==> src/kcp_pkg.sv <==
// shared types, constants and helpers of the complex kronecker product block
`default_nettype none

package kcp_pkg;

   localparam int VAL_W      = 3;
   localparam int WIRE_W     = 2;
   localparam int IDX_W      = 6;
   localparam int DATA_W     = 16;
   localparam int POS_W      = 8;
   localparam int DIM_W      = 9;
   localparam int PROD_W     = 2 * DIM_W;
   localparam int MUL_W      = 2 * DATA_W;
   localparam int SUM_W      = MUL_W + 1;
   localparam int FRAC_W     = DATA_W - 1;
   localparam int CSR_ADDR_W = 4;
   localparam int CSR_DATA_W = 32;
   localparam int SETTLE_W   = 2;

   localparam int MAX_DIM           = 16;
   localparam int MAX_B_ENTRIES_DEF = 64;
   localparam int RESULT_LIMIT      = 64;

   localparam logic [SETTLE_W-1:0] SETTLE_CYCLES = 2'd3;

   localparam logic [VAL_W-1:0]  VALUEDNESS_RST = 3'd2;
   localparam logic [WIRE_W-1:0] WIRES_A_RST    = 2'd1;
   localparam logic [WIRE_W-1:0] WIRES_B_RST    = 2'd1;

   localparam logic CMD_LOAD   = 1'b0;
   localparam logic CMD_STREAM = 1'b1;

   typedef enum logic [1:0] {
      REG_VALUEDNESS = 2'd0,
      REG_WIRES_A    = 2'd1,
      REG_WIRES_B    = 2'd2
   } reg_index_type;

   typedef enum logic [2:0] {
      ST_IDLE,
      ST_DIV,
      ST_MUL,
      ST_BASE,
      ST_RUN,
      ST_ERR
   } state_type;

   typedef struct packed {
      logic                     cmd;
      logic [IDX_W-1:0]         elem_index;
      logic signed [DATA_W-1:0] re_in;
      logic signed [DATA_W-1:0] im_in;
   } req_type;

   typedef struct packed {
      logic [POS_W-1:0]         out_index;
      logic signed [DATA_W-1:0] re_out;
      logic signed [DATA_W-1:0] im_out;
      logic                     last;
      logic                     size_error;
   } rsp_type;

   // bookkeeping that travels with each product through the multiply pipeline
   typedef struct packed {
      logic             valid;
      logic [POS_W-1:0] pos;
      logic             last;
      logic             err;
   } tag_type;

   function automatic logic [DIM_W-1:0] pow_dim(input logic [VAL_W-1:0]  base,
                                                input logic [WIRE_W-1:0] ex);
      logic [DIM_W-1:0] b;
      logic [DIM_W-1:0] sq;
      logic [DIM_W-1:0] r;
      b  = DIM_W'(base);
      sq = DIM_W'(b * b);
      unique case (ex)
         2'd0:    r = DIM_W'(1);
         2'd1:    r = b;
         2'd2:    r = sq;
         default: r = DIM_W'(sq * b);
      endcase
      return r;
   endfunction

endpackage

`default_nettype wire

==> src/kcp_cmul.sv <==
// pipelined complex multiply with round half up and saturation to q1.15
`default_nettype none

module kcp_cmul (
   input  wire logic                                clock,
   input  wire logic                                reset,
   input  wire logic                                advance,
   input  wire kcp_pkg::tag_type                    in_tag,
   input  wire logic signed [kcp_pkg::DATA_W-1:0]   a_re,
   input  wire logic signed [kcp_pkg::DATA_W-1:0]   a_im,
   input  wire logic signed [kcp_pkg::DATA_W-1:0]   b_re,
   input  wire logic signed [kcp_pkg::DATA_W-1:0]   b_im,
   output kcp_pkg::tag_type                         out_tag,
   output logic signed [kcp_pkg::DATA_W-1:0]        out_re,
   output logic signed [kcp_pkg::DATA_W-1:0]        out_im
);

   localparam int Q_W = kcp_pkg::SUM_W - kcp_pkg::FRAC_W;

   localparam logic signed [kcp_pkg::SUM_W-1:0] ROUND_HALF =
      kcp_pkg::SUM_W'(1) <<< (kcp_pkg::FRAC_W - 1);
   localparam logic signed [Q_W-1:0] SAT_HI = Q_W'((1 << kcp_pkg::FRAC_W) - 1);
   localparam logic signed [Q_W-1:0] SAT_LO = -(Q_W'(1) <<< kcp_pkg::FRAC_W);

   kcp_pkg::tag_type                     tag_p_ff, tag_s_ff, tag_o_ff;
   logic signed [kcp_pkg::MUL_W-1:0]     p_rr_ff, p_ii_ff, p_ri_ff, p_ir_ff;
   logic signed [kcp_pkg::SUM_W-1:0]     t_re_ff, t_im_ff;
   logic signed [kcp_pkg::SUM_W-1:0]     t_re_in, t_im_in;
   logic signed [Q_W-1:0]                q_re, q_im;
   logic signed [kcp_pkg::DATA_W-1:0]    re_ff, im_ff, re_in, im_in;

   function automatic logic signed [kcp_pkg::DATA_W-1:0] sat16(input logic signed [Q_W-1:0] q);
      logic signed [kcp_pkg::DATA_W-1:0] r;
      if (q > SAT_HI) begin
         r = SAT_HI[kcp_pkg::DATA_W-1:0];
      end else if (q < SAT_LO) begin
         r = SAT_LO[kcp_pkg::DATA_W-1:0];
      end else begin
         r = q[kcp_pkg::DATA_W-1:0];
      end
      return r;
   endfunction

   always_comb begin
      t_re_in = $signed({p_rr_ff[kcp_pkg::MUL_W-1], p_rr_ff})
              - $signed({p_ii_ff[kcp_pkg::MUL_W-1], p_ii_ff}) + ROUND_HALF;
      t_im_in = $signed({p_ri_ff[kcp_pkg::MUL_W-1], p_ri_ff})
              + $signed({p_ir_ff[kcp_pkg::MUL_W-1], p_ir_ff}) + ROUND_HALF;
      q_re    = t_re_ff[kcp_pkg::SUM_W-1:kcp_pkg::FRAC_W];
      q_im    = t_im_ff[kcp_pkg::SUM_W-1:kcp_pkg::FRAC_W];
      re_in   = tag_s_ff.err ? '0 : sat16(q_re);
      im_in   = tag_s_ff.err ? '0 : sat16(q_im);
   end

   always_ff @(posedge clock) begin
      if (reset) begin
         tag_p_ff <= '0;
         tag_s_ff <= '0;
         tag_o_ff <= '0;
      end else if (advance) begin
         tag_p_ff <= in_tag;
         tag_s_ff <= tag_p_ff;
         tag_o_ff <= tag_s_ff;
      end
   end

   always_ff @(posedge clock) begin
      if (advance) begin
         p_rr_ff <= a_re * b_re;
         p_ii_ff <= a_im * b_im;
         p_ri_ff <= a_re * b_im;
         p_ir_ff <= a_im * b_re;
         t_re_ff <= t_re_in;
         t_im_ff <= t_im_in;
         re_ff   <= re_in;
         im_ff   <= im_in;
      end
   end

   assign out_tag = tag_o_ff;
   assign out_re  = re_ff;
   assign out_im  = im_ff;

endmodule

`default_nettype wire

==> config.mk <==
export PLATFORM = sky130hd
export DESIGN_NAME = kcp_cmul
export DESIGN_NICKNAME = d
export VERILOG_FILES = /design/src/kcp_pkg.sv /design/src/kcp_cmul.sv
export SDC_FILE = /design/constraint.sdc
export NUM_CORES = 2
export LEC_CHECK = 0
export BUFFER_PORTS_ARGS = -buffer_cell sky130_fd_sc_hd__buf_2
export CAP_MARGIN = 20
export CORE_ASPECT_RATIO = 1.25
export CORE_MARGIN = 8
export CORE_UTILIZATION = 45
export DETAILED_ROUTE_END_ITERATION = 10
export PLACE_DENSITY = 0.69
export RECOVER_POWER = 50
export SETUP_SLACK_MARGIN = 0.02
export SYNTH_ARGS = -nofsm -noshare
export SYNTH_HDL_FRONTEND = slang
export SYNTH_SLANG_ARGS = --single-unit
==> constraint.sdc <==
create_clock -name clock -period 10.1 [get_ports clock]
set_clock_uncertainty 0.15 [all_clocks]
set_input_delay 2.02 -clock clock [delete_from_list [all_inputs] [get_ports clock]]
set_output_delay 2.02 -clock clock [all_outputs]
set_load 0.01 [all_outputs]
# Yosys cells after proc, flatten, opt, wreduce, memory -nomap -nowiden
# Cells that the tools add are included.
# Widths: inputs -> output; s select.
# word_totals
reg_bits	259
latchBits	0
ram_bits	0
rom_bits	0
inputBits	78
word_cells	40
n_memories	0
# op_classes
add_sub_neg	4
mul	4
n_div	0
order_cmp	4
eq_ne	0
n_shift	0
n_mux	4
bitwise_logic	0
reduce_logical	2
# ops
cell	n
$mul 16x16->32	4
$add 33x16->33 const B	2
$gt 18x16->1 const B	2
$lt 18x16->1 const B	2
$add 32x32->33	1
$sub 32x32->33	1
$mux 16	2
$mux 15	2
$reduce_or 2->1	2

# Longest topological paths before layout
# depth
word_depth	3
ltp_mapped	25
mapped_depth_nobuf	24

# Worst setup path before layout
# No wires, ideal clock.
# synth_timing
path_type	input to register
start	input a_re[15] (netlist name)
end	register p_ri_ff[30] (netlist name) (data pin)
setup_ns	0.258
t_arrival_ns	7.413
required_time_ns	9.692
slack_ns	2.280
path_stages	21
path_buffers	1
path_cell_list	clkbuf_1 nand2_1 fa_1 inv_1 fa_1 fa_1 fa_1 fa_1 inv_1 fa_1 inv_1 ha_1 and3_1 nor2b_1 nand2_1 nor3_1 o2111ai_1 a31oi_1 a21o_1 a21oi_1 xnor2_1
# synth_between
elab_chain_len	1
# synth_rtl
item	line	source
start: declaration	kcp_cmul.sv:9	input wire logic signed [kcp_pkg::DATA_W-1:0] a_re,
$mul 16x16->32	kcp_cmul.sv:71	p_ri_ff <= a_re * b_im;
end signal: assignment	kcp_cmul.sv:71	
end: declaration	kcp_cmul.sv:26	logic signed [kcp_pkg::MUL_W-1:0] p_rr_ff, p_ii_ff, p_ri_ff, p_ir_ff;
# No other way between the ends.
# A chain may end at the register's enable or synchronous reset.

# Worst setup path after layout
# layout_timing
start	input b_im[1] (netlist name)
end	register p_ri_ff[30] (netlist name) (data pin)
# layout_between
elab_chain_len	1
# layout_rtl
item	line	source
start: declaration	kcp_cmul.sv:12	input wire logic signed [kcp_pkg::DATA_W-1:0] b_im,
$mul 16x16->32	kcp_cmul.sv:71	
# No other way between the ends.

==> run metrics <==
largest area contributor in the synthesized netlist=fa_1; DRT Pass-1 Iters=5; Worst R2R Start=p_ir_ff[7]; Synth top area share=42.22%; largest net degree at the start of global routing=131; gr ovfl total=0; status=finished, violations left; CTS tree=yes; CP Class=in -> reg; simple-gate portion of the synthesized area=13.30%; via/cell ratio=slightly above 5; Clock Sinks=229; DR WL/cell=17.50 um; DR DRC count=0; Post-Synthesis Cell Area=between 40000 and 50000 um^2; startpoint types=primary input; Fmax=0.1181 GHz; Placed Area=51540 um^2; Distinct cells, synth=between 60 and 70; clock latency on the worst-skew pair=0.60 ns; fin crit share=83.82%; final hold violations=0; max-cap check violation count=2; placement row count=136; Final ANT Viol Nets=0; Final #Nets=6649; worst path arrival time=8.65 ns; I/O Buffers=120; pre-CTS setup slack=1.097 ns; post-synthesis xor/xnor area fraction=2.961%; synth top area cells=fa_1 42%, edfxtp_1 12%, ha_1 11%; TNS Setup=0 ns; post-synthesis net count=6680; Top FF cell, synth=edfxtp_1; worst setup path start=b_im[1]; Max Root-Sink Buffers=3; post-layout util=47.72%; Setup violations, final=0; Synth Register Bits=roughly 230; reg-to-reg slack, setup=between 6 and 7 ns; Post-synth EDFFs=196; design area=52370 um^2; sequential-to-total area share from yosys stat=13.17%; Period minus WS final=8.466 ns; Core Region=~110000 um^2; I/O pin total=~120; clock slew at reported path FFs=0.06 ns; Post-synth ARST share=0%; adder-cell share of the synthesized area=53.55%; syn avg cell area=9.736 um^2; first-pass GRT wire length=around 190000 um; mux contribution to synthesized area=0.6849%; vias in the first global route=36690; Final Max Tran Viols=134; post-detail-place hpwl=91550 um; r2r endpoint=t_im_ff[32]; Hold Path Depth=2; initial core utilization=45.27%; root buf cell=clkbuf_16; pin slew with the least headroom to its limit=5.783 ns; initial antenna violation count=20; Worst setup EP type=flop; via count=33920; worst setup margin=1.634 ns; Total GRT Usage=19.34%; RSZ-0062 raised after global routing=no; number of gates resized after CTS=0; R2R depth=11; failing checks=max-capacitance violations, max-slew violations; hold_buf cts=0; Critical Path RT=10.29 ns; Inserted Clock Buffers=26; die area=~120000 um^2; share of layout cells above drive strength 1=approximately 3.2%; postcts setup bufs=0; CP Capture Point=p_ri_ff[30]; htree depth=1; Worst Path Max Fanout=32; Yosys Warn Count=0; Die Ht=387.5 um; fill count=10320; WL final=~110000 um; worst min-delay path category=reg -> reg; relative max-transition margin=-285.5%; Die W=313.2 um; main combinational cell family by area after synthesis=adder cells; Synth Area in Compound Gates=5.479%; gpl congestion=between 0.8 and 0.9; P&R area growth vs syn=5.401%; Initial DRC Count=2044; Syn Inst Count=approximately 5000
[synth_stat cells (6+ instances only)]
master,count
o21a_1,44
fa_1,1048
o21bai_1,21
nand3_1,18
clkbuf_1,203
a31oi_1,16
a21oi_1,115
nor4_1,6
nor3_1,21
a211oi_1,19
and3_1,10
o21ai_1,8
mux2i_1,34
a21o_1,51
xnor2_1,126
nand4_1,19
nand2_1,518
edfxtp_1,196
nand2b_1,31
inv_1,1229
xor2_1,42
a21boi_0,6
and2_1,499
nor2b_1,23
o21ai_0,65
nor2_1,159
dfxtp_1,33
ha_1,450
[placed cells by master, fill, tap and decap left out, drive strengths merged, types with 10 or more instances in the layout]
cell / netlist / routed
mux2i: 34 / 34
inv: 1229 / 1233
o21a: 44 / 44
nor2: 159 / 159
edfxtp: 196 / 196
nand3: 18 / 18
xnor2: 126 / 126
o21bai: 21 / 21
nand4: 19 / 19
dfxtp: 33 / 33
a21o: 51 / 51
nor2b: 24 / 24
and2: 501 / 501
o21ai: 73 / 73
nand2b: 31 / 31
a21oi: 117 / 117
clkbuf: 203 / 82
a211oi: 21 / 21
nor3: 22 / 22
and3: 10 / 10
buf: 4 / 101
nand2: 518 / 518
fa: 1048 / 1048
xor2: 42 / 42
a31oi: 17 / 17
ha: 450 / 450
[per-layer routing]
| layer | part of all wire, % | vias to the layer above | global-route usage (%) |
|---|---|---|---|
| met3 | 5.8 | 223 | 2.411 |
| met2 | 50 | 973 | 33.78 |
| met1 | 39 | 17450 | 24.20 |
| li1 | - | 15270 | - |
| met4 | 4.7 | 14 | 7.838 |
| met5 | 0.073 | - | 0 |
[registers in the layout (all words and copies together) (netlist names), 16 cells and up]
register,flops
p_ii_ff,32
p_ir_ff,32
p_ri_ff,32
p_rr_ff,32
t_im_ff,18
t_re_ff,18
out_im,16
out_re,16
[kinds of logic after synthesis]
group / count (synthesis)
AND/OR/NAND/NOR: 1329
multiplexers: 34
XOR/XNOR: 168
adder cells (fa/ha/maj): 1498
flip-flops: 229
buffers and inverters: 1436
AO/OA/AOI/OAI: 410
[metrics by stage]
stage | hold slack [ns] | instances
floorplan | 0.3101 | 5104
global placement | 0.3197 | 6492
detailed placement | 0.3253 | 6492
CTS | 0.3395 | 6540
global route | 0.3703 | 6543
finish | 0.3373 | 6548
[critical path, cell delays in order]
cell and delay (ns):
buf_2 0.59, nand2_1 0.22, inv_1 0.17, fa_1 0.53, fa_1 0.83, fa_1 0.52
fa_1 0.50, fa_1 0.49, inv_1 0.05, fa_1 0.47, inv_1 0.04, ha_1 0.37
and3_1 0.24, nor2b_1 0.19, nand2_1 0.10, nor3_1 0.42, o2111ai_1 0.22, a31oi_1 0.26
a21o_1 0.16, a21oi_1 0.07, xnor2_1 0.13
[how the worst min path moves through the flow]
stage                     start     endpoint
floorplan           tag_p_ff[0]  tag_p_ff[0]
global placement     out_tag[7]   out_tag[7]
detailed placement   out_tag[7]   out_tag[7]
CTS                  out_tag[7]   out_tag[7]
global route        tag_p_ff[1]  tag_p_ff[1]
finish               out_tag[7]   out_tag[7]
[layout make-up]
cell class                      count  area [um^2]  share of cell area (%)
Antenna cell                        6        15.01                 0.02867
Multi-Input combinational cell   3439        37750                   72.08
Clock buffer                       35        730.7                   1.395
Clock inverter                     13        145.1                  0.2771
Tap cell                         1449         1813                   3.462
Sequential cell                   229         6546                   12.50
Timing Repair Buffer              148        757.0                   1.445
Inverter                         1229         4613                   8.808
Power is left out: the tool's default activity adds up to more than one toggle a clock period on the data nets, which glitch-free logic cannot reach.
