[src/kcp_pkg.sv]
// shared types, constants and helpers of the complex kronecker product block
`default_nettype none

package kcp_pkg;

   localparam int VAL_W      = 3;
   localparam int WIRE_W     = 2;
   localparam int IDX_W      = 6;
   localparam int DATA_W     = 16;
   localparam int POS_W      = 8;
   localparam int DIM_W      = 9;
   localparam int PROD_W     = 2 * DIM_W;
   localparam int MUL_W      = 2 * DATA_W;
   localparam int SUM_W      = MUL_W + 1;
   localparam int FRAC_W     = DATA_W - 1;
   localparam int CSR_ADDR_W = 4;
   localparam int CSR_DATA_W = 32;
   localparam int SETTLE_W   = 2;

   localparam int MAX_DIM           = 16;
   localparam int MAX_B_ENTRIES_DEF = 64;
   localparam int RESULT_LIMIT      = 64;

   localparam logic [SETTLE_W-1:0] SETTLE_CYCLES = 2'd3;

   localparam logic [VAL_W-1:0]  VALUEDNESS_RST = 3'd2;
   localparam logic [WIRE_W-1:0] WIRES_A_RST    = 2'd1;
   localparam logic [WIRE_W-1:0] WIRES_B_RST    = 2'd1;

   localparam logic CMD_LOAD   = 1'b0;
   localparam logic CMD_STREAM = 1'b1;

   typedef enum logic [1:0] {
      REG_VALUEDNESS = 2'd0,
      REG_WIRES_A    = 2'd1,
      REG_WIRES_B    = 2'd2
   } reg_index_type;

   typedef enum logic [2:0] {
      ST_IDLE,
      ST_DIV,
      ST_MUL,
      ST_BASE,
      ST_RUN,
      ST_ERR
   } state_type;

   typedef struct packed {
      logic                     cmd;
      logic [IDX_W-1:0]         elem_index;
      logic signed [DATA_W-1:0] re_in;
      logic signed [DATA_W-1:0] im_in;
   } req_type;

   typedef struct packed {
      logic [POS_W-1:0]         out_index;
      logic signed [DATA_W-1:0] re_out;
      logic signed [DATA_W-1:0] im_out;
      logic                     last;
      logic                     size_error;
   } rsp_type;

   // bookkeeping that travels with each product through the multiply pipeline
   typedef struct packed {
      logic             valid;
      logic [POS_W-1:0] pos;
      logic             last;
      logic             err;
   } tag_type;

   function automatic logic [DIM_W-1:0] pow_dim(input logic [VAL_W-1:0]  base,
                                                input logic [WIRE_W-1:0] ex);
      logic [DIM_W-1:0] b;
      logic [DIM_W-1:0] sq;
      logic [DIM_W-1:0] r;
      b  = DIM_W'(base);
      sq = DIM_W'(b * b);
      unique case (ex)
         2'd0:    r = DIM_W'(1);
         2'd1:    r = b;
         2'd2:    r = sq;
         default: r = DIM_W'(sq * b);
      endcase
      return r;
   endfunction

endpackage

`default_nettype wire

[src/kcp_divider.sv]
// iterative restoring divider, one quotient bit per cycle
`default_nettype none

module kcp_divider (
   input  wire logic                        clock,
   input  wire logic                        reset,
   input  wire logic                        start,
   input  wire logic [kcp_pkg::IDX_W-1:0]   dividend,
   input  wire logic [kcp_pkg::DIM_W-1:0]   divisor,
   output logic                             done,
   output logic [kcp_pkg::IDX_W-1:0]        quotient,
   output logic [kcp_pkg::DIM_W-1:0]        remainder
);

   localparam int CNT_W = $clog2(kcp_pkg::IDX_W);

   logic                          busy_ff,  busy_in;
   logic                          done_ff,  done_in;
   logic [CNT_W-1:0]              cnt_ff,   cnt_in;
   logic [kcp_pkg::IDX_W-1:0]     quo_ff,   quo_in;
   logic [kcp_pkg::DIM_W-1:0]     rem_ff,   rem_in;
   logic [kcp_pkg::DIM_W:0]       rem_sh;
   logic [kcp_pkg::DIM_W:0]       rem_sub;
   logic                          q_bit;

   always_comb begin
      rem_sh  = {rem_ff, quo_ff[kcp_pkg::IDX_W-1]};
      rem_sub = rem_sh - {1'b0, divisor};
      q_bit   = (rem_sh >= {1'b0, divisor});
   end

   always_comb begin
      busy_in = busy_ff;
      done_in = 1'b0;
      cnt_in  = cnt_ff;
      quo_in  = quo_ff;
      rem_in  = rem_ff;
      if (start) begin
         busy_in = 1'b1;
         cnt_in  = CNT_W'(kcp_pkg::IDX_W - 1);
         quo_in  = dividend;
         rem_in  = '0;
      end else if (busy_ff) begin
         quo_in = {quo_ff[kcp_pkg::IDX_W-2:0], q_bit};
         rem_in = q_bit ? rem_sub[kcp_pkg::DIM_W-1:0] : rem_sh[kcp_pkg::DIM_W-1:0];
         cnt_in = cnt_ff - CNT_W'(1);
         if (cnt_ff == '0) begin
            busy_in = 1'b0;
            done_in = 1'b1;
         end
      end
   end

   always_ff @(posedge clock) begin
      if (reset) begin
         busy_ff <= 1'b0;
         done_ff <= 1'b0;
      end else begin
         busy_ff <= busy_in;
         done_ff <= done_in;
      end
   end

   always_ff @(posedge clock) begin
      cnt_ff <= cnt_in;
      quo_ff <= quo_in;
      rem_ff <= rem_in;
   end

   assign done      = done_ff;
   assign quotient  = quo_ff;
   assign remainder = rem_ff;

endmodule

`default_nettype wire

[config.mk]
export PLATFORM = sky130hd
export DESIGN_NAME = kcp_divider
export DESIGN_NICKNAME = d
export VERILOG_FILES = /design/src/kcp_pkg.sv /design/src/kcp_divider.sv
export SDC_FILE = /design/constraint.sdc
export NUM_CORES = 1
export LEC_CHECK = 0
export ABC_AREA = 0
export BUFFER_PORTS_ARGS = -buffer_cell sky130_fd_sc_hd__clkbuf_2
export CORE_ASPECT_RATIO = 1.5
export CORE_UTILIZATION = 35
export DETAILED_ROUTE_END_ITERATION = 12
export HOLD_SLACK_MARGIN = 0.05
export PLACE_DENSITY = 0.6
export SKIP_LAST_GASP = 1
export SYNTH_ARGS = -nofsm -noshare
export SYNTH_HDL_FRONTEND = slang
export SYNTH_SLANG_ARGS = --single-unit
[constraint.sdc]
create_clock -name clock -period 3.02 [get_ports clock]
set_clock_uncertainty 0.2 [all_clocks]
set_input_delay 0.151 -clock clock [delete_from_list [all_inputs] [get_ports clock]]
set_output_delay 0.151 -clock clock [all_outputs]
set_load 0.03 [all_outputs]
[Word-level counts from Yosys, hierarchy flattened]
Index checks and enable logic that the tools add are counted.
Storage, ports and cells
  input port bits: 18
  ROM bits: 0
  latch bits: 0
  output and inout bits: 16
  RAM bits: 0
  memories: 0
  register bits after elaboration: 20
Operators by class
  magnitude comparators: 1
  bitwise logic cells: 1
  divide/modulo/power cells: 0
  eq/ne operators: 0
  reductions and logical operators: 3
  $mul: 0
  shift-type cells: 0
  add/subtract/negate cells: 2
  muxes and demuxes: 7
Operators with widths (count)
  6-bit two-way mux: 2
  10-bit by 9-bit greater-or-equal comparator with 1-bit output: 1
  9-bit two-way mux: 1
  9-bit subtractor: 1
  1-bit two-way mux: 4
  3-bit zero test: 1
  3-bit OR reduction: 1
  3-bit by 1-bit subtractor with 3-bit output, second input constant: 1
  2-bit nonzero test: 1
  1-bit inverter: 1

[Logic depth before layout (Yosys ltp)]
Gate-level depths: netlist of the first run.
  word-level depth: 4
  mapped depth: 10

[Worst setup path after synthesis of the first run]
OpenSTA, ideal clock, no wires.
  kind: register to register
  start point: register quo_ff (netlist bit quotient[5])
  end point: register quo_ff (netlist bit quotient[0]), data pin
  data required time: 2.560 ns
  library setup time: 0.260 ns
  stages on the path, launching flop included: 10
  period minus slack after synthesis: 2.785 ns
  arrival time: 2.325 ns
  setup slack: 0.235 ns
  cells stage by stage: edfxtp_1 -> inv_1 -> ha_1 -> inv_1 -> fa_1 -> a211oi_1 -> o31a_1 -> o211ai_4 -> buf_6 -> mux2_2
Between the ends
  cells in the longest elaborated chain, start to end: 3
Ends and longest elaborated chain
  start: declaration: line kcp_divider.sv:20  | logic [kcp_pkg::IDX_W-1:0] quo_ff, quo_in;
  start signal: assignment: line kcp_divider.sv:66  | quo_ff <= quo_in;
  10-bit by 9-bit greater-or-equal comparator with 1-bit output: line kcp_divider.sv:29  | q_bit = (rem_sh >= {1'b0, divisor});
  6-bit two-way mux: line kcp_divider.sv:43  | end else if (busy_ff) begin
  6-bit two-way mux: line kcp_divider.sv:38  | if (start) begin
  named net quo_in (one bit): line kcp_divider.sv:20
The timed path passes the listed nets, and every way through them passes these cells. The select of a mux whose other input is x is not followed.
A chain may end at the register's enable or synchronous reset.

[Worst setup path after layout of the first run]
Ends and elaborated chain as after synthesis.

==> impl_metrics.json, run 1 <==
{
  "status": "complete, no violations",
  "grt_max_degree": 17,
  "max_freq_mhz": 367.7,
  "die_w_um": 51.79,
  "power_frac_comb": 0.271,
  "antenna_left": 0,
  "drv_slew": 0,
  "stdcell_count": 221,
  "wirelength_um": 2749,
  "min_period_ns": 2.720,
  "ys_seq_area_frac": 0.3538,
  "cts_buffers": 3,
  "synth_nets": 169,
  "nNetsFinal": 210,
  "crit_top_cell": "inv_1",
  "criticalPathCategory": "register to register",
  "cts_root_buf": "clkbuf_8",
  "synth_warnings": 0,
  "critPathLaunchType": "register",
  "cp_data_required_time_ns": 2.83,
  "start_util": 0.3738,
  "vias": 1120,
  "htree_num_levels": 1,
  "p_total_mw": 0.7552,
  "cts_tree": "done",
  "worstPathMaxFanout": 13,
  "whs_ns": 0.09603,
  "dp.final_hpwl_um": 2218,
  "finalCritPeriodShare": 0.9006,
  "synthToLayoutAreaGrowth_pct": 25.48,
  "rows": 26,
  "dr.pass1.iters": 4,
  "grt_pass1_wl_um": 4919,
  "synth.distinct_cells": 37,
  "gr-total-overflow": 0,
  "hold_class": "input port to register",
  "grt_setup_unrepaired": "false",
  "cp_cell_sequence": "inv_1 -> ha_1 -> inv_1 -> fa_1 -> a211oi_1 -> o31a_1 -> o211ai_4 -> mux2_2",
  "clock-sinks": 20,
  "end_kind": "register",
  "arrival_ns": 2.53,
  "switching_share": 0.3009,
  "power_frac_seq": 0.422,
  "drt_iter0_drc": 24,
  "die_h_um": 76.68,
  "power_density_mw_per_mm2": 462.5,
  "synth-seq-cells": 20,
  "worst_slew_pin_slew_ns": 0.5011,
  "core-area_mm2": 0.003481,
  "cpPeakStageDelay_ns": 0.40,
  "synthCells": 139,
  "drc": 0,
  "hold_viol": 0,
  "maxCapViolCount": 0,
  "leakagePower_nw": 0.7483,
  "final_common_cell": "clkbuf_2",
  "synth_area_mm2": 0.001301,
  "cts_buffer_depth": 2,
  "avgSynthCellArea_um2": 9.361,
  "crit_slowest_cell": "fa_1",
  "fp.dieArea_mm2": 0.003971,
  "via_per_inst": 5.068,
  "post_cts_buffers": 0,
  "gp_congestion": 0.8547,
  "clk_pin_slew_ns": 0.08,
  "antenna_found_initial": 0,
  "wl_per_cell_um": 12.44,
  "port-buffer-count": 33,
  "diodes": 0,
  "switching_power_mw": 0.2272,
  "dp_cells": 210,
  "ios": 34,
  "fillCellCount": 339,
  "final_cell_mix": "33 x clkbuf_2, 18 x inv_1, 14 x dfxtp_1",
  "setup_viol": 0,
  "ir_drop_v": 0.0003226,
  "slew_headroom": 0.6654,
  "fin_setup_tns_ns": 0,
  "p_clk_frac": 0.307,
  "clock_latency_ns": 0.26,
  "intPower_mw": 0.5280,
  "grt_pass1_vias": 1118,
  "globalRouteTotalUtil": 0.1570,
  "drive_above_1_share": 0.2682
}
-- worst max-delay path, delay by kind of cell (launching register included) --
family	cells	cell delay [ns]
compound gates	3	0.83
fa+ha+maj	2	0.57
flops	1	0.39
mux	1	0.33
buf+inv	2	0.14
-- synth_stat cells --
| cell | instances | share of area |
|---|---|---|
| mux2i_1 | 5 | 0.038 |
| nand3_1 | 1 | 0.0038 |
| nor3_1 | 1 | 0.0038 |
| nand2b_1 | 3 | 0.014 |
| a31o_1 | 1 | 0.0067 |
| o2111ai_1 | 1 | 0.0067 |
| a31oi_1 | 1 | 0.0048 |
| mux2_2 | 7 | 0.061 |
| nand2_1 | 12 | 0.035 |
| ha_1 | 11 | 0.11 |
| or3_4 | 1 | 0.0087 |
| a21o_1 | 2 | 0.012 |
| nor3b_1 | 2 | 0.012 |
| clkbuf_1 | 3 | 0.0087 |
| fa_1 | 1 | 0.015 |
| nand3_2 | 1 | 0.0077 |
| edfxtp_1 | 6 | 0.14 |
| dfxtp_1 | 14 | 0.22 |
| o2bb2a_1 | 1 | 0.0077 |
| buf_6 | 1 | 0.0087 |
| o31a_1 | 1 | 0.0067 |
| xor2_1 | 4 | 0.027 |
| inv_1 | 18 | 0.052 |
| a211oi_2 | 1 | 0.0096 |
| nor2b_1 | 2 | 0.0096 |
| o211ai_4 | 1 | 0.016 |
| a211oi_1 | 5 | 0.029 |
| a21oi_1 | 5 | 0.019 |
| o2111a_1 | 1 | 0.0087 |
| nand4_1 | 1 | 0.0048 |
| o311a_1 | 1 | 0.0077 |
| a221o_1 | 1 | 0.0077 |
| o21ai_1 | 7 | 0.027 |
| nor2_1 | 9 | 0.026 |
| xnor2_1 | 2 | 0.013 |
| o21ai_0 | 4 | 0.015 |
| a211o_1 | 1 | 0.0067 |
-- state kept, by name, summed over array words and instances (netlist names) --
| register | flops |
|---|---|
| busy_ff | 1 |
| cnt_ff | 3 |
| done | 1 |
| quotient | 6 |
| remainder | 9 |
-- layer usage --
metal | GRT usage | vias up | share of wire
li1 | - | 577 | -
met2 | 0.2844 | 23 | 0.53
met3 | 0.01190 | 2 | 0.026
met5 | 0 | - | 0
met1 | 0.1919 | 518 | 0.44
met4 | 0.04054 | 0 | 0.0044
-- final timing paths --
kind / startpoint / end / slack (ns) / cells past startpoint
setup / recovery: quotient[5] / quotient[0] / 0.30 / 8
hold / removal: start / remainder[1] / 0.1 / 2
setup reg to reg: quotient[5] / quotient[0] / 0.30 / 8
hold reg to reg: remainder[8] / remainder[8] / 0.27 / 2
-- through the flow --
| stage | util | cell area, µm² | setup WS [ns] |
|---|---|---|---|
| global placement | 0.4299 | 1496 | 0.3678 |
| detailed placement | 0.4299 | 1496 | 0.2801 |
| finish | 0.4691 | 1633 | 0.3001 |
| global route | 0.4691 | 1633 | 0.01200 |
| floorplan | - | 1301 | 0.2353 |
| CTS | 0.4691 | 1633 | 0.2742 |
-- timing repair --
| action | CTS | global route |
|---|---|---|
| hold buffers | 7 | 0 |
| endpoints found under the hold margin | 8 | 0 |
| gates resized for setup | 0 | 0 |
-- power by group through the flow --
stage                     Sequential [mW]  Combinational, mW  Clock, mW
after floorplan                     0.349              0.121          0
after global placement              0.323              0.193          0
after detailed placement            0.324              0.197          0
after CTS                           0.319              0.206      0.238
after global routing                0.322              0.228      0.248
final                               0.318              0.205      0.232
-- logic make-up after synthesis --
kind of cell / share of synthesized area
buffers and inverters: 0.06923
multiplexers: 0.09904
adder cells (fa/ha/maj): 0.1212
AO/OA/AOI/OAI: 0.1913
XOR/XNOR: 0.04038
AND/OR/NAND/NOR: 0.1250
flip-flops: 0.3538
-- area by class of cell --
class	instances	area, µm²	area share
multi-input combinational	97	750.7	0.4598
sequential	20	460.4	0.2820
timing repair buffer	40	235.2	0.1441
clock buffer	4	66.31	0.04061
tap	42	52.55	0.03218
inverter	18	67.56	0.04138
No activity file was read; power rests on OpenSTA's default activity.
==> run 2, diff against run 1 <==
Settings changed: ABC_AREA 0 to 1, PLACE_DENSITY 0.6 to 0.59.
==> run 2 against run 1 <==
Area after synthesis increased by 7.5%. Cell area increased by 4.5%. Cell count rose by 27%. Critical endpoint is now remainder[2]. Highest routed layer unchanged.
==> impl_metrics.json, run 2 <==
{
  "avgSynthCellArea_um2": 7.065,
  "finalCritPeriodShare": 0.7608,
  "cts_buffers": 3,
  "synth_commonest_cells": "60 x nand2_1, 40 x inv_1, 20 x nand3_1",
  "final_cell_mix": "60 x nand2_1, 40 x inv_1, 33 x clkbuf_2",
  "maxCapViolCount": 0,
  "ir_drop_v": 0.0003690,
  "diodes": 0,
  "start_util": 0.3730,
  "fin_util": 0.4551,
  "worst_slew_pin_slew_ns": 0.7336,
  "via_per_inst": 4.523,
  "power_density_mw_per_mm2": 391.0,
  "drive_above_1_share": 0.2143,
  "synth_edf_count": 6,
  "slew_headroom": 0.5091,
  "post-synth-top-count-cell": "nand2_1",
  "port-buffer-count": 33,
  "clock_latency_ns": 0.26,
  "min_from": "dividend[0]",
  "p_total_mw": 0.6673,
  "setup_slack_ns": 0.7224,
  "ios": 34,
  "fillCellCount": 385,
  "ys.flop_type": "dfxtp_1",
  "globalRouteTotalUtil": 0.1545,
  "clk_pin_slew_ns": 0.07,
  "criticalPathCategory": "register to register",
  "wirelength_um": 2910,
  "clock-sinks": 20,
  "wl_per_cell_um": 10.36,
  "rows": 27,
  "grt_max_degree": 13,
  "drc": 0,
  "hold_class": "input port to register",
  "gp_congestion": 0.8569,
  "gr-total-overflow": 0,
  "fp.dieArea_mm2": 0.004259,
  "dr.pass1.iters": 4,
  "grt_setup_unrepaired": "false",
  "drt_iter0_drc": 17,
  "yosysTopAreaCellShare": 0.2004,
  "ys_seq_area_frac": 0.3292,
  "worstPathMaxFanout": 12,
  "synth.distinct_cells": 28,
  "synth_warnings": 0,
  "cts_root_buf": "clkbuf_8",
  "core-area_mm2": 0.003750,
  "arrival_ns": 2.28,
  "synth_area_leaders": "dfxtp_1 20%, nand2_1 16%, edfxtp_1 13%",
  "synthToLayoutAreaGrowth_pct": 22.00,
  "synth_area_mm2": 0.001399,
  "worstSetupStartpoint": "quotient[5]",
  "nNetsFinal": 269,
  "end_kind": "register",
  "synth-seq-cells": 20,
  "whs_ns": 0.07178,
  "cts_buffer_depth": 2,
  "synth_nets": 228,
  "antenna_found_initial": 0,
  "status": "complete, no violations",
  "synthCells": 198,
  "pre_cts_ws_ns": 0.6973,
  "hold_viol": 0,
  "drv_slew": 0,
  "final_common_cell": "nand2_1",
  "cp_data_required_time_ns": 3.00,
  "die_h_um": 79.43,
  "grt_pass1_wl_um": 4878,
  "dp.final_hpwl_um": 2326,
  "cts_tree": "done",
  "largest_reg_flops": 9,
  "post_cts_buffers": 0,
  "setup_viol": 0,
  "fin_setup_tns_ns": 0,
  "max_freq_mhz": 435.2,
  "die_w_um": 53.62,
  "r2r_start": "quotient[5]",
  "critPathLaunchType": "register",
  "grt_pass1_vias": 1198,
  "htree_num_levels": 1,
  "yosys.area.top_type": "dfxtp_1",
  "leakagePower_nw": 0.9737,
  "vias": 1271,
  "min_period_ns": 2.298,
  "async_reset_ff_frac": 0,
  "antenna_left": 0
}
[run 2: stage by stage]
step	area, µm²	instances
2_1_floorplan	1399	198
3_3_place_gp	1582	270
3_5_place_dp	1582	270
4_1_cts	1707	281
5_1_grt	1707	281
6_report	1707	281
[run 2: area by class of cell]
| class | count | area [µm²] | area share |
|---|---|---|---|
| Sequential cell | 20 | 460.4 | 0.2698 |
| Clock buffer | 4 | 55.05 | 0.03226 |
| Inverter | 40 | 150.1 | 0.08798 |
| Multi-Input combinational cell | 134 | 752.0 | 0.4406 |
| Timing Repair Buffer | 40 | 235.2 | 0.1378 |
| Tap cell | 43 | 53.80 | 0.03152 |
[run 2: report_power, final]
part           total, mW  internal, mW  switching [mW]
combinational      0.162        0.0610           0.101
clock              0.201         0.116          0.0846
sequential         0.305         0.295          0.0104
total              0.667         0.472           0.196
[run 2: path summary, 6_finish.rpt]
| check | endpoint | slack [ns] | cells after the start |
|---|---|---|---|
| max reg2reg | remainder[2] | 0.72 | 13 |
| min | quotient[0] | 0.07 | 3 |
| min reg2reg | cnt_ff[0] | 0.28 | 1 |
| max | remainder[2] | 0.72 | 13 |
[run 2: what timing repair did]
item,CTS,global route
endpoints found under the hold margin,8,0
setup endpoints to repair,0,0
gates resized for setup,0,0
hold buffers,7,0
[run 2: per-layer routing]
metal	vias up	GRT usage	share of wire
met4	0	0.06316	0.018
met2	18	0.2750	0.52
met5	-	0	0
met1	553	0.1789	0.45
li1	695	-	-
met3	5	0.01714	0.020
[run 2: worst max-delay path, cell delays in order, from the launching register on]
cell and delay, ns:
edfxtp_1 0.38, inv_1 0.09, ha_1 0.14, inv_1 0.06, fa_1 0.40, nand2_1 0.10, nand2_2 0.07, nand3_2 0.08
nand2_2 0.06, nand2_2 0.21, nand2_2 0.17, nand2_1 0.11, nand3_1 0.06, o21ai_0 0.10
[run 2: cells by family after synthesis]
family | count (synthesis) | synth area share
AOI/OAI and AO/OA | 14 | 0.05815
buffers and inverters | 44 | 0.1333
DFF | 20 | 0.3292
and+or+nand+nor | 105 | 0.3479
adders and majority gates | 12 | 0.1127
xor gates and xnor gates | 3 | 0.01879
